`config.mk`:
```
export PLATFORM = sky130hd
export DESIGN_NAME = seven_segment_mux_driver_unit_flat
export DESIGN_NICKNAME = d
export VERILOG_FILES = /design/src/rtl/ssmd_pkg.sv /design/src/rtl/ssmd_ifs.sv /design/src/rtl/ssmd_store.sv /design/src/rtl/ssmd_scan.sv /design/src/rtl/seven_segment_mux_driver_unit.sv /design/src/flat_wrapper.sv
export SDC_FILE = /design/constraint.sdc
export NUM_CORES = 1
export LEC_CHECK = 0
export BUFFER_PORTS_ARGS = -buffer_cell sky130_fd_sc_hd__buf_2
export CAP_MARGIN = 40
export CORE_ASPECT_RATIO = 0.9
export CORE_MARGIN = 4
export CORE_UTILIZATION = 62
export CTS_CLUSTER_DIAMETER = 200
export CTS_CLUSTER_SIZE = 14
export DETAILED_ROUTE_END_ITERATION = 10
export GPL_ROUTABILITY_DRIVEN = 0
export GPL_TIMING_DRIVEN = 0
export PLACE_DENSITY = 0.81
export SETUP_SLACK_MARGIN = 0.4
export SYNTH_ARGS = -nofsm -noshare
export SYNTH_HDL_FRONTEND = slang
export SYNTH_SLANG_ARGS = --single-unit
```
`constraint.sdc`:
```
create_clock -name clk -period 8.8 [get_ports clk]
set_input_delay 0.88 -clock clk [delete_from_list [all_inputs] [get_ports clk]]
set_output_delay 0.88 -clock clk [all_outputs]
set_load 0.02 [all_outputs]
```
`src/rtl/ssmd_pkg.sv`:
```
// Package for the multiplexed seven segment display driver.
// Holds request and register codes, shared types, the digit table and the pin encoder.
// No dependencies.
package ssmd_pkg;

	localparam int MAX_DIGITS_DEF        = 8;
	localparam int MIN_BRIGHTNESS_US_DEF = 2560;

	// Result fields are three bits wide, so at most eight positions ever scan.
	localparam int DIGIT_LIMIT = 8;
	localparam int CNT_W       = 4;
	localparam int OFF_W       = 16;

	localparam logic [1:0] REQ_CLEAR  = 2'd0;
	localparam logic [1:0] REQ_CHAR   = 2'd1;
	localparam logic [1:0] REQ_UPDATE = 2'd2;

	localparam logic [1:0] CFG_BRIGHTNESS  = 2'd0;
	localparam logic [1:0] CFG_DIGIT_COUNT = 2'd1;
	localparam logic [1:0] CFG_SEG_POL     = 2'd2;
	localparam logic [1:0] CFG_DIG_POL     = 2'd3;

	localparam logic [7:0] BRIGHT_FULL = 8'hFF;
	localparam logic [7:0] CHAR_DOT    = 8'h2E;
	localparam logic [7:0] CHAR_ZERO   = 8'h30;
	localparam logic [7:0] CHAR_NINE   = 8'h39;

	typedef enum logic [1:0] {
		ST_IDLE,
		ST_CHECK,
		ST_SCAN
	} scan_state_t;

	// Command from the request decoder to the digit store.
	typedef struct packed {
		logic       clear;
		logic       put;
		logic       dot;
		logic       is_digit;
		logic [7:0] code;
	} store_cmd_t;

	// Segment code of a decimal digit, bit 7 is segment a, bit 0 the point.
	function automatic logic [7:0] digit_code(input logic [3:0] d);
		logic [7:0] c;
		begin
			unique case (d)
				4'd0: c = 8'hFC;
				4'd1: c = 8'h60;
				4'd2: c = 8'hDA;
				4'd3: c = 8'hF2;
				4'd4: c = 8'h66;
				4'd5: c = 8'hB6;
				4'd6: c = 8'hBE;
				4'd7: c = 8'hE0;
				4'd8: c = 8'hFE;
				4'd9: c = 8'hF6;
				default: c = 8'h00;
			endcase
			return c;
		end
	endfunction

	// Pin i is driven active when code bit 7-i is set, with per-pin polarity.
	function automatic logic [7:0] pin_levels(input logic [7:0] code, input logic [7:0] pol);
		logic [7:0] lv;
		begin
			for (int i = 0; i < 8; i++) begin
				lv[i] = ~(code[7-i] ^ pol[i]);
			end
			return lv;
		end
	endfunction

endpackage

```
`src/rtl/ssmd_ifs.sv`:
```
// Channel interfaces of the display driver: request, result and register write.
// Depends on nothing; widths are those of the item fields.
interface ssmd_req_if;
	logic        valid;
	logic        ready;
	logic [1:0]  req_type;
	logic [7:0]  char_code;
	logic [31:0] now_us;

	modport source (output valid, req_type, char_code, now_us, input ready);
	modport sink (input valid, req_type, char_code, now_us, output ready);
endinterface

interface ssmd_res_if;
	logic       valid;
	logic       ready;
	logic [2:0] digit_index;
	logic       digit_level;
	logic [7:0] segment_levels;
	logic       last;

	modport source (output valid, digit_index, digit_level, segment_levels, last, input ready);
	modport sink (input valid, digit_index, digit_level, segment_levels, last, output ready);
endinterface

interface ssmd_cfg_if;
	logic       valid;
	logic       ready;
	logic [1:0] index;
	logic [7:0] data;

	modport source (output valid, index, data, input ready);
	modport sink (input valid, index, data, output ready);
endinterface

```
`src/rtl/ssmd_store.sv`:
```
// Digit code store: a shift line of segment codes plus the point-allowed flag.
// Depends on ssmd_pkg for the command struct.
module ssmd_store #(
	parameter int DEPTH = 8
) (
	input  logic                          clk,
	input  logic                          arst_n,
	input  ssmd_pkg::store_cmd_t          cmd,
	input  logic [ssmd_pkg::CNT_W-1:0]    n_used,
	output logic [DEPTH-1:0][7:0]         codes
);

	logic [DEPTH-1:0][7:0] codes_q;
	logic                  can_dot_q;

	always_ff @(posedge clk or negedge arst_n) begin
		if (!arst_n) begin
			codes_q   <= '0;
			can_dot_q <= 1'b0;
		end else if (cmd.clear) begin
			codes_q   <= '0;
			can_dot_q <= 1'b0;
		end else if (cmd.dot) begin
			if (can_dot_q && n_used != '0) begin
				codes_q[0][0] <= 1'b1;
			end
		end else if (cmd.put) begin
			if (n_used == '0) begin
				can_dot_q <= 1'b0;
			end else begin
				// Only the positions in use move; the rest keep their codes.
				for (int k = 1; k < DEPTH; k++) begin
					if (ssmd_pkg::CNT_W'(k) < n_used) begin
						codes_q[k] <= codes_q[k-1];
					end
				end
				codes_q[0] <= cmd.code;
				can_dot_q  <= cmd.is_digit;
			end
		end
	end

	assign codes = codes_q;

endmodule

```
`src/rtl/ssmd_scan.sv`:
```
// Scan sequencer: time check, then one stored position per unstalled cycle via
// the shared pin encoder to the result register. Depends on ssmd_pkg, ssmd_ifs.
module ssmd_scan #(
	parameter int DEPTH             = 8,
	parameter int MIN_BRIGHTNESS_US = ssmd_pkg::MIN_BRIGHTNESS_US_DEF
) (
	input  logic                       clk,
	input  logic                       arst_n,
	input  logic                       start,
	input  logic [31:0]                now_us,
	input  logic [7:0]                 brightness,
	input  logic [7:0]                 seg_pol,
	input  logic [7:0]                 dig_pol,
	input  logic [ssmd_pkg::CNT_W-1:0] n_used,
	input  logic [DEPTH-1:0][7:0]      codes,
	output logic                       busy,
	ssmd_res_if.source                 res
);

	localparam int IDX_W      = (DEPTH > 1) ? $clog2(DEPTH) : 1;
	localparam int STEP_US    = MIN_BRIGHTNESS_US / 256;
	localparam logic [ssmd_pkg::OFF_W-1:0] MIN_US = ssmd_pkg::OFF_W'(MIN_BRIGHTNESS_US);
	localparam logic [ssmd_pkg::OFF_W-1:0] STEP   = ssmd_pkg::OFF_W'(STEP_US);

	ssmd_pkg::scan_state_t state_q, state_d;

	logic [31:0]                 now_q;
	logic [31:0]                 last_time_q;
	logic [ssmd_pkg::OFF_W-1:0]  off_q;
	logic [DEPTH-1:0]            rem_q;
	logic [IDX_W-1:0]            idx_q;
	logic                        res_valid_q;
	logic [2:0]                  res_index_q;
	logic                        res_level_q;
	logic [7:0]                  res_seg_q;
	logic                        res_last_q;

	logic [31:0]      elapsed;
	logic             full_bright;
	logic             time_due;
	logic [DEPTH-1:0] nz_mask;
	logic [DEPTH-1:0] rem_next;
	logic             step;
	logic             emit;
	logic             store_time;

	assign elapsed     = now_q - last_time_q;
	assign full_bright = (brightness == ssmd_pkg::BRIGHT_FULL);
	assign time_due    = (elapsed > {{(32-ssmd_pkg::OFF_W){1'b0}}, off_q});

	always_comb begin
		for (int k = 0; k < DEPTH; k++) begin
			nz_mask[k] = (codes[k] != 8'h00) && (ssmd_pkg::CNT_W'(k) < n_used);
		end
	end

	assign rem_next = rem_q & ~(DEPTH'(1) << idx_q);

	// Next state.
	always_comb begin
		state_d = state_q;
		unique case (state_q)
			ssmd_pkg::ST_IDLE: begin
				if (start) begin
					state_d = ssmd_pkg::ST_CHECK;
				end
			end
			ssmd_pkg::ST_CHECK: begin
				if ((full_bright || time_due) && nz_mask != '0) begin
					state_d = ssmd_pkg::ST_SCAN;
				end else begin
					state_d = ssmd_pkg::ST_IDLE;
				end
			end
			ssmd_pkg::ST_SCAN: begin
				if (step && rem_next == '0) begin
					state_d = ssmd_pkg::ST_IDLE;
				end
			end
			default: state_d = ssmd_pkg::ST_IDLE;
		endcase
	end

	// Outputs of the sequencer.
	always_comb begin
		busy       = 1'b0;
		step       = 1'b0;
		emit       = 1'b0;
		store_time = 1'b0;
		unique case (state_q)
			ssmd_pkg::ST_IDLE: begin
			end
			ssmd_pkg::ST_CHECK: begin
				busy       = 1'b1;
				store_time = !full_bright && time_due;
			end
			ssmd_pkg::ST_SCAN: begin
				busy = 1'b1;
				step = !res_valid_q || res.ready;
				emit = step && rem_q[idx_q];
			end
			default: begin
			end
		endcase
	end

	always_ff @(posedge clk or negedge arst_n) begin
		if (!arst_n) begin
			state_q     <= ssmd_pkg::ST_IDLE;
			last_time_q <= '0;
			res_valid_q <= 1'b0;
		end else begin
			state_q <= state_d;
			if (store_time) begin
				last_time_q <= now_q;
			end
			if (emit) begin
				res_valid_q <= 1'b1;
			end else if (res.ready) begin
				res_valid_q <= 1'b0;
			end
		end
	end

	always_ff @(posedge clk) begin
		if (start) begin
			now_q <= now_us;
			off_q <= MIN_US - STEP * {{(ssmd_pkg::OFF_W-8){1'b0}}, brightness};
		end
		if (state_q == ssmd_pkg::ST_CHECK) begin
			rem_q <= nz_mask;
			idx_q <= '0;
		end else if (step) begin
			rem_q <= rem_next;
			idx_q <= idx_q + 1'b1;
		end
		if (emit) begin
			res_index_q <= 3'(idx_q);
			res_level_q <= dig_pol[3'(idx_q)];
			res_seg_q   <= ssmd_pkg::pin_levels(codes[idx_q], seg_pol);
			res_last_q  <= (rem_next == '0);
		end
	end

	assign res.valid          = res_valid_q;
	assign res.digit_index    = res_index_q;
	assign res.digit_level    = res_level_q;
	assign res.segment_levels = res_seg_q;
	assign res.last           = res_last_q;

endmodule

```
`src/rtl/seven_segment_mux_driver_unit.sv`:
```
// Top level of the multiplexed seven segment display driver.
// Depends on ssmd_pkg, ssmd_ifs, ssmd_store and ssmd_scan.
//
//   channel  role    words carried
//   req      sink    req_type, char_code, now_us
//   res      source  digit_index, digit_level, segment_levels, last
//   cfg      sink    index, data (brightness, digit_count, polarities)
//
// Clear and character words go straight to the store, which changes at the accepting edge.
// An update word first runs the time check, then steps through each position from
// zero up to the highest nonblank position in use (at most eight), or none when the scan
// is not due or every position is blank; req is not ready during that time.
// Reset clears the stored codes, the scan time and the registers to their defaults.
// A stalled result holds the encoder; the last result may wait while the next word enters.
module seven_segment_mux_driver_unit #(
	parameter int MAX_DIGITS        = ssmd_pkg::MAX_DIGITS_DEF,
	parameter int MIN_BRIGHTNESS_US = ssmd_pkg::MIN_BRIGHTNESS_US_DEF
) (
	input  logic       clk,
	input  logic       arst_n,
	ssmd_req_if.sink   req,
	ssmd_res_if.source res,
	ssmd_cfg_if.sink   cfg
);

	localparam int DEPTH = (MAX_DIGITS < ssmd_pkg::DIGIT_LIMIT) ? MAX_DIGITS
		: ssmd_pkg::DIGIT_LIMIT;

	logic [7:0]                 brightness_q;
	logic [ssmd_pkg::CNT_W-1:0] digit_count_q;
	logic [7:0]                 seg_pol_q;
	logic [7:0]                 dig_pol_q;

	logic [ssmd_pkg::CNT_W-1:0] n_used;
	logic                       accept;
	logic                       busy;
	logic                       is_digit;
	logic [DEPTH-1:0][7:0]      codes;
	ssmd_pkg::store_cmd_t       cmd;
	logic                       start;

	assign cfg.ready = 1'b1;

	always_ff @(posedge clk or negedge arst_n) begin
		if (!arst_n) begin
			brightness_q  <= ssmd_pkg::BRIGHT_FULL;
			digit_count_q <= ssmd_pkg::CNT_W'(4);
			seg_pol_q     <= '0;
			dig_pol_q     <= '0;
		end else if (cfg.valid) begin
			unique case (cfg.index)
				ssmd_pkg::CFG_BRIGHTNESS:  brightness_q  <= cfg.data;
				ssmd_pkg::CFG_DIGIT_COUNT: digit_count_q <= cfg.data[ssmd_pkg::CNT_W-1:0];
				ssmd_pkg::CFG_SEG_POL:     seg_pol_q     <= cfg.data;
				ssmd_pkg::CFG_DIG_POL:     dig_pol_q     <= cfg.data;
				default: begin
				end
			endcase
		end
	end

	assign n_used = (digit_count_q > ssmd_pkg::CNT_W'(DEPTH)) ? ssmd_pkg::CNT_W'(DEPTH)
		: digit_count_q;

	assign req.ready = !busy;
	assign accept    = req.valid && !busy;
	assign is_digit  = (req.char_code >= ssmd_pkg::CHAR_ZERO)
		&& (req.char_code <= ssmd_pkg::CHAR_NINE);

	always_comb begin
		cmd   = '0;
		start = 1'b0;
		if (accept) begin
			unique case (req.req_type)
				ssmd_pkg::REQ_CLEAR: cmd.clear = 1'b1;
				ssmd_pkg::REQ_CHAR: begin
					cmd.dot      = (req.char_code == ssmd_pkg::CHAR_DOT);
					cmd.put      = (req.char_code != ssmd_pkg::CHAR_DOT);
					cmd.is_digit = is_digit;
					cmd.code     = is_digit
						? ssmd_pkg::digit_code(4'(req.char_code - ssmd_pkg::CHAR_ZERO))
						: 8'h00;
				end
				ssmd_pkg::REQ_UPDATE: start = 1'b1;
				default: begin
				end
			endcase
		end
	end

	ssmd_store #(
		.DEPTH (DEPTH)
	) u_store (
		.clk    (clk),
		.arst_n (arst_n),
		.cmd    (cmd),
		.n_used (n_used),
		.codes  (codes)
	);

	ssmd_scan #(
		.DEPTH             (DEPTH),
		.MIN_BRIGHTNESS_US (MIN_BRIGHTNESS_US)
	) u_scan (
		.clk        (clk),
		.arst_n     (arst_n),
		.start      (start),
		.now_us     (req.now_us),
		.brightness (brightness_q),
		.seg_pol    (seg_pol_q),
		.dig_pol    (dig_pol_q),
		.n_used     (n_used),
		.codes      (codes),
		.busy       (busy),
		.res        (res)
	);

	// A result that is not the last of its scan leaves the sequencer still scanning.
	a_nonlast_busy: assert property (@(posedge clk) disable iff (!arst_n)
		res.valid && !res.last |-> busy)
		else $error("non-final result while scan sequencer idle");

	// Results only name positions that are in use.
	a_index_used: assert property (@(posedge clk) disable iff (!arst_n)
		res.valid |-> ({1'b0, res.digit_index} < n_used))
		else $error("result names a position outside the digit count");

	// The sequencer only wakes up for an accepted update word.
	a_busy_cause: assert property (@(posedge clk) disable iff (!arst_n)
		$rose(busy) |-> $past(req.valid && req.ready && req.req_type == ssmd_pkg::REQ_UPDATE))
		else $error("scan started without an update word");

endmodule
```
`src/flat_wrapper.sv`:
```
// flat-port wrapper written by rule: the top's interface ports become plain ports
module seven_segment_mux_driver_unit_flat 
#(
	parameter int MAX_DIGITS        = ssmd_pkg::MAX_DIGITS_DEF,
	parameter int MIN_BRIGHTNESS_US = ssmd_pkg::MIN_BRIGHTNESS_US_DEF
)
  (clk, arst_n, req_valid, req_req_type, req_char_code, req_now_us, req_ready, res_valid, res_digit_index, res_digit_level, res_segment_levels, res_last, res_ready, cfg_valid, cfg_index, cfg_data, cfg_ready);
  ssmd_req_if req_i ();
  ssmd_res_if res_i ();
  ssmd_cfg_if cfg_i ();
  input  logic clk;
  input  logic arst_n;
  input wire logic [$bits(req_i.valid)-1:0] req_valid;
  input wire logic [$bits(req_i.req_type)-1:0] req_req_type;
  input wire logic [$bits(req_i.char_code)-1:0] req_char_code;
  input wire logic [$bits(req_i.now_us)-1:0] req_now_us;
  output wire logic [$bits(req_i.ready)-1:0] req_ready;
  output wire logic [$bits(res_i.valid)-1:0] res_valid;
  output wire logic [$bits(res_i.digit_index)-1:0] res_digit_index;
  output wire logic [$bits(res_i.digit_level)-1:0] res_digit_level;
  output wire logic [$bits(res_i.segment_levels)-1:0] res_segment_levels;
  output wire logic [$bits(res_i.last)-1:0] res_last;
  input wire logic [$bits(res_i.ready)-1:0] res_ready;
  input wire logic [$bits(cfg_i.valid)-1:0] cfg_valid;
  input wire logic [$bits(cfg_i.index)-1:0] cfg_index;
  input wire logic [$bits(cfg_i.data)-1:0] cfg_data;
  output wire logic [$bits(cfg_i.ready)-1:0] cfg_ready;
  assign req_i.valid = req_valid;
  assign req_i.req_type = req_req_type;
  assign req_i.char_code = req_char_code;
  assign req_i.now_us = req_now_us;
  assign req_ready = req_i.ready;
  assign res_valid = res_i.valid;
  assign res_digit_index = res_i.digit_index;
  assign res_digit_level = res_i.digit_level;
  assign res_segment_levels = res_i.segment_levels;
  assign res_last = res_i.last;
  assign res_i.ready = res_ready;
  assign cfg_i.valid = cfg_valid;
  assign cfg_i.index = cfg_index;
  assign cfg_i.data = cfg_data;
  assign cfg_ready = cfg_i.ready;
  seven_segment_mux_driver_unit #(.MAX_DIGITS(MAX_DIGITS), .MIN_BRIGHTNESS_US(MIN_BRIGHTNESS_US)) u_core (.clk(clk), .arst_n(arst_n), .req(req_i), .res(res_i), .cfg(cfg_i));
endmodule
```
==> results.json <==
{
  "outcome": "finished, final reports clean",
  "total_number_of_vias": 10200,
  "compound_cell_area_share_of_the_yosys_netlist": 0.177,
  "number_of_vias_per_cell_after_detailed_routing": 6.37,
  "fin_nets": 1483,
  "start_kind": "flop",
  "tritoncts": "done",
  "cts.path.max_buffers": 2,
  "drv_cap": 0,
  "syn_area_per_cell_um2": 9.58,
  "cell_internal_pwr_mw": 2.35,
  "grt_first_pass_wirelength_mm": 49.4,
  "yosys_warnings": 0,
  "grt_use_total": 0.284,
  "share_of_the_yosys_chip_area_belonging_to_registers": 0.437,
  "cts_root_buffer": "sky130_fd_sc_hd__clkbuf_16",
  "tritoncts.num_buffers": 17,
  "ys_types": 66,
  "powerDensity_nw_per_um2": 309,
  "clock_skew_after_layout_ps": 17.1,
  "routed_wirelength_mm": 30.5,
  "drt_drc_violations_left": 0,
  "overflow_left_after_global_routing": 0,
  "min_period_ps": 5280,
  "number_of_antenna_violations_at_the_first_check_in_global_routing": 0,
  "antenna_left": 0,
  "number_of_nets_in_the_synthesized_netlist": 1384,
  "drt-initial-drc-count": 1181,
  "synth.most_common_cell": "sky130_fd_sc_hd__nand2_1",
  "cts_sinks": 196,
  "drt_pass1_iterations": 5,
  "rsz_0062_raised_after_global_routing": "no",
  "power_frac_clock": 0.184,
  "core_area_um2": 18600,
  "synthTopCellsByArea": "sky130_fd_sc_hd__dfrtp_1, sky130_fd_sc_hd__edfxtp_1, sky130_fd_sc_hd__ha_1",
  "peakVddDrop_v": 0.000150,
  "power.net_switching_mw": 1.76,
  "mappedNetlistArea_um2": 12000,
  "final_layout_size_suffix_gt1_frac": 0.136,
  "syn-instance-count": 1249,
  "largest_family_of_logic_cells_by_synthesized_area": "compound AO/OA/AOI/OAI gates",
  "slew_headroom": 0.445,
  "layout.cell_area.non_filler_um2": 13300,
  "clk_latency_ps": 450,
  "synth_simple_gate_area_share": 0.147,
  "fp.dieW_um": 154,
  "totalPowerFinal_mw": 4.11,
  "timing.final.crit_share": 0.600,
  "h-tree-depth": 4,
  "die-area_um2": 21600,
  "hold_buffers": 0,
  "post-cts-setup-buffers": 0,
  "routedWlPerCell_um": 19.0,
  "cts.reportedPaths.clkPinSlew_ps": 70,
  "achievable-frequency_mhz": 190,
  "end_kind": "flop",
  "final_layout_fill_cell_count": 1383,
  "muxShareOfSynthArea": 0.0765,
  "slew_violations": 0,
  "dpl.cell_count": 1574,
  "crit_fanout": 10,
  "io_pins": 73,
  "die_y_um": 140,
  "timing_hold_violations_final": 0,
  "power.sequential.fraction": 0.320,
  "first_global_vias": 9764,
  "reg2reg_depth": 18,
  "post-synth-top-area-cell": "sky130_fd_sc_hd__dfrtp_1",
  "min-delay-path-class": "input port to async pin",
  "initial_utilization": 0.642,
  "numPortBuffers": 69,
  "ys_ff_latch": 196,
  "final.setup.tns_ps": 0,
  "area_growth_syn_to_layout_pct": 11.1,
  "synth_top_cell_area_share": 0.249,
  "asyncSetResetFlopFracSynth": 0.653,
  "critical_path_arrival_ps": 5650,
  "power.switching_fraction": 0.429,
  "worstPathRequired_ps": 9170,
  "tightest_slew_ps": 832,
  "setup-violations-final": 0,
  "cts_repair_resize_count": 0,
  "instances_no_fill": 1606,
  "detailed_place_hpwl_mm": 22.8,
  "criticalPathCategory": "flop to flop",
  "post_synth_xor_area_fraction": 0.0300,
  "row_count": 47,
  "power.leakage_nw": 5.61,
  "synth-adder-area-share": 0.0828,
  "maximum_number_of_pins_on_one_net_before_global_route_repair": 91,
  "antenna_cells_inserted": 0,
  "synth-edff-count": 65,
  "cell_area_reported_after_detailed_placement_um2": 12700,
  "synth.top_cells.by_count": "sky130_fd_sc_hd__nand2_1, sky130_fd_sc_hd__dfrtp_1, sky130_fd_sc_hd__o21ai_0",
  "ys_dominant_reg_cell": "sky130_fd_sc_hd__dfrtp_1",
  "comb_power_share": 0.496
}
-- cell type report --
cell class / instances / area (um2) / share of cell area
buffer: 59 / 263 / 0.0198
timing repair buffer: 80 / 460 / 0.0346
sequential: 196 / 5230 / 0.393
multi-input combinational: 908 / 6160 / 0.463
inverter: 86 / 323 / 0.0243
clock buffer: 21 / 450 / 0.0339
tap: 245 / 307 / 0.0231
clock inverter: 11 / 104 / 0.00781
-- layer usage --
layer | up-vias | GRT usage | wire [um]
li1 | 4728 | - | -
met1 | 4915 | 0.420 | 13300
met2 | 524 | 0.423 | 13400
met3 | 65 | 0.0509 | 3000
met4 | 0 | 0.101 | 752
met5 | - | 0 | 0
-- stage by stage --
stage,setup WS [ps],hold slack (ps),utilization
final,3520,334,0.713
after global routing,3280,373,0.713
after CTS,3660,346,0.713
after detailed placement,3740,461,0.683
after global placement,-592,454,0.677
after floorplan,2320,435,-
-- path summary, 6_finish.rpt --
| path | from | to | slack (ps) |
|---|---|---|---|
| worst max-delay path | u_core.u_scan.last_time_q[0]$_DFFE_PN0P_ | u_core.u_scan.last_time_q[28]$_DFFE_PN0P_ | 3520 |
| worst min-delay path | arst_n | u_core.u_store.codes[3]$_DFFE_PN0P_ | 330 |
| worst max register to register | u_core.u_scan.last_time_q[0]$_DFFE_PN0P_ | u_core.u_scan.last_time_q[28]$_DFFE_PN0P_ | 3520 |
| worst min register to register | u_core.u_store.can_dot_q$_DFFE_PN0P_ | u_core.u_store.can_dot_q$_DFFE_PN0P_ | 470 |
| max in group asynchronous | arst_n | u_core.brightness_q[0]$_DFFE_PN1P_ | 7670 |
| min in group clk | u_core.u_store.can_dot_q$_DFFE_PN0P_ | u_core.u_store.can_dot_q$_DFFE_PN0P_ | 470 |
-- worst max-delay path, cell delays in order (launching register included) --
cell and delay [ps]:
sky130_fd_sc_hd__dfrtp_1 410, sky130_fd_sc_hd__ha_1 210, sky130_fd_sc_hd__fa_1 390, sky130_fd_sc_hd__nand2b_1 180
sky130_fd_sc_hd__a21oi_1 340, sky130_fd_sc_hd__o21ai_0 300, sky130_fd_sc_hd__nor2b_1 220, sky130_fd_sc_hd__xnor2_1 160
sky130_fd_sc_hd__ha_1 310, sky130_fd_sc_hd__nand4_1 150, sky130_fd_sc_hd__or4_1 560, sky130_fd_sc_hd__mux2i_1 140
sky130_fd_sc_hd__a31o_2 170, sky130_fd_sc_hd__o41ai_1 80, sky130_fd_sc_hd__a2111oi_0 360, sky130_fd_sc_hd__o2111a_1 440
sky130_fd_sc_hd__clkbuf_1 450, sky130_fd_sc_hd__a41oi_1 200, sky130_fd_sc_hd__o21ai_1 120
-- layout by cell type, fill, tap and decap left out, drive strengths merged, types with 4 or more instances in the layout --
cell type	n
edfxtp	65
o22ai	4
o21ai	129
nand4	18
o21bai	5
mux2i	16
dfrtp	119
a41oi	32
o41ai	4
nand2b	13
nor4	21
o211ai	8
a21o	15
and2	7
o21a	10
mux4	20
and3	7
o31ai	17
xnor2	21
nand3	21
mux2	27
a21oi	66
nor2b	6
a21boi	5
nor2	81
buf	98
nor3	18
clkinv	6
clkbuf	61
a31oi	7
a211oi	10
a22o	9
xor2	20
ha	76
inv	88
nand2	182
dfstp	9
-- power groups by stage --
stage               clock (mW)  sequential (mW)  combinational (mW)
finish                   0.755             1.32                2.04
CTS                      0.761             1.31                2.00
floorplan                    0             1.30                1.49
detailed placement           0             1.33                1.98
global placement             0             1.32                1.89
global route             0.801             1.34                2.25
-- state kept, by name, indices dropped and copies added, names as in the netlist, 4 cells and up --
name                              count
u_core.u_store.codes                 64
u_core.u_scan.last_time_q            32
u_core.u_scan.now_q                  32
u_core.u_scan.off_q                  12
u_core.brightness_q                   8
u_core.dig_pol_q                      8
u_core.seg_pol_q                      8
u_core.u_scan.rem_q                   8
u_core.u_scan.res.segment_levels      8
u_core.digit_count_q                  4
-- cells by family after synthesis --
logic type,Yosys count
other cells,1
fa+ha+maj,78
xor+xnor,41
flops,196
compound gates,337
mux,63
buf+inv,145
simple gates,388
Note: power is estimated with default switching activity, not from simulation.
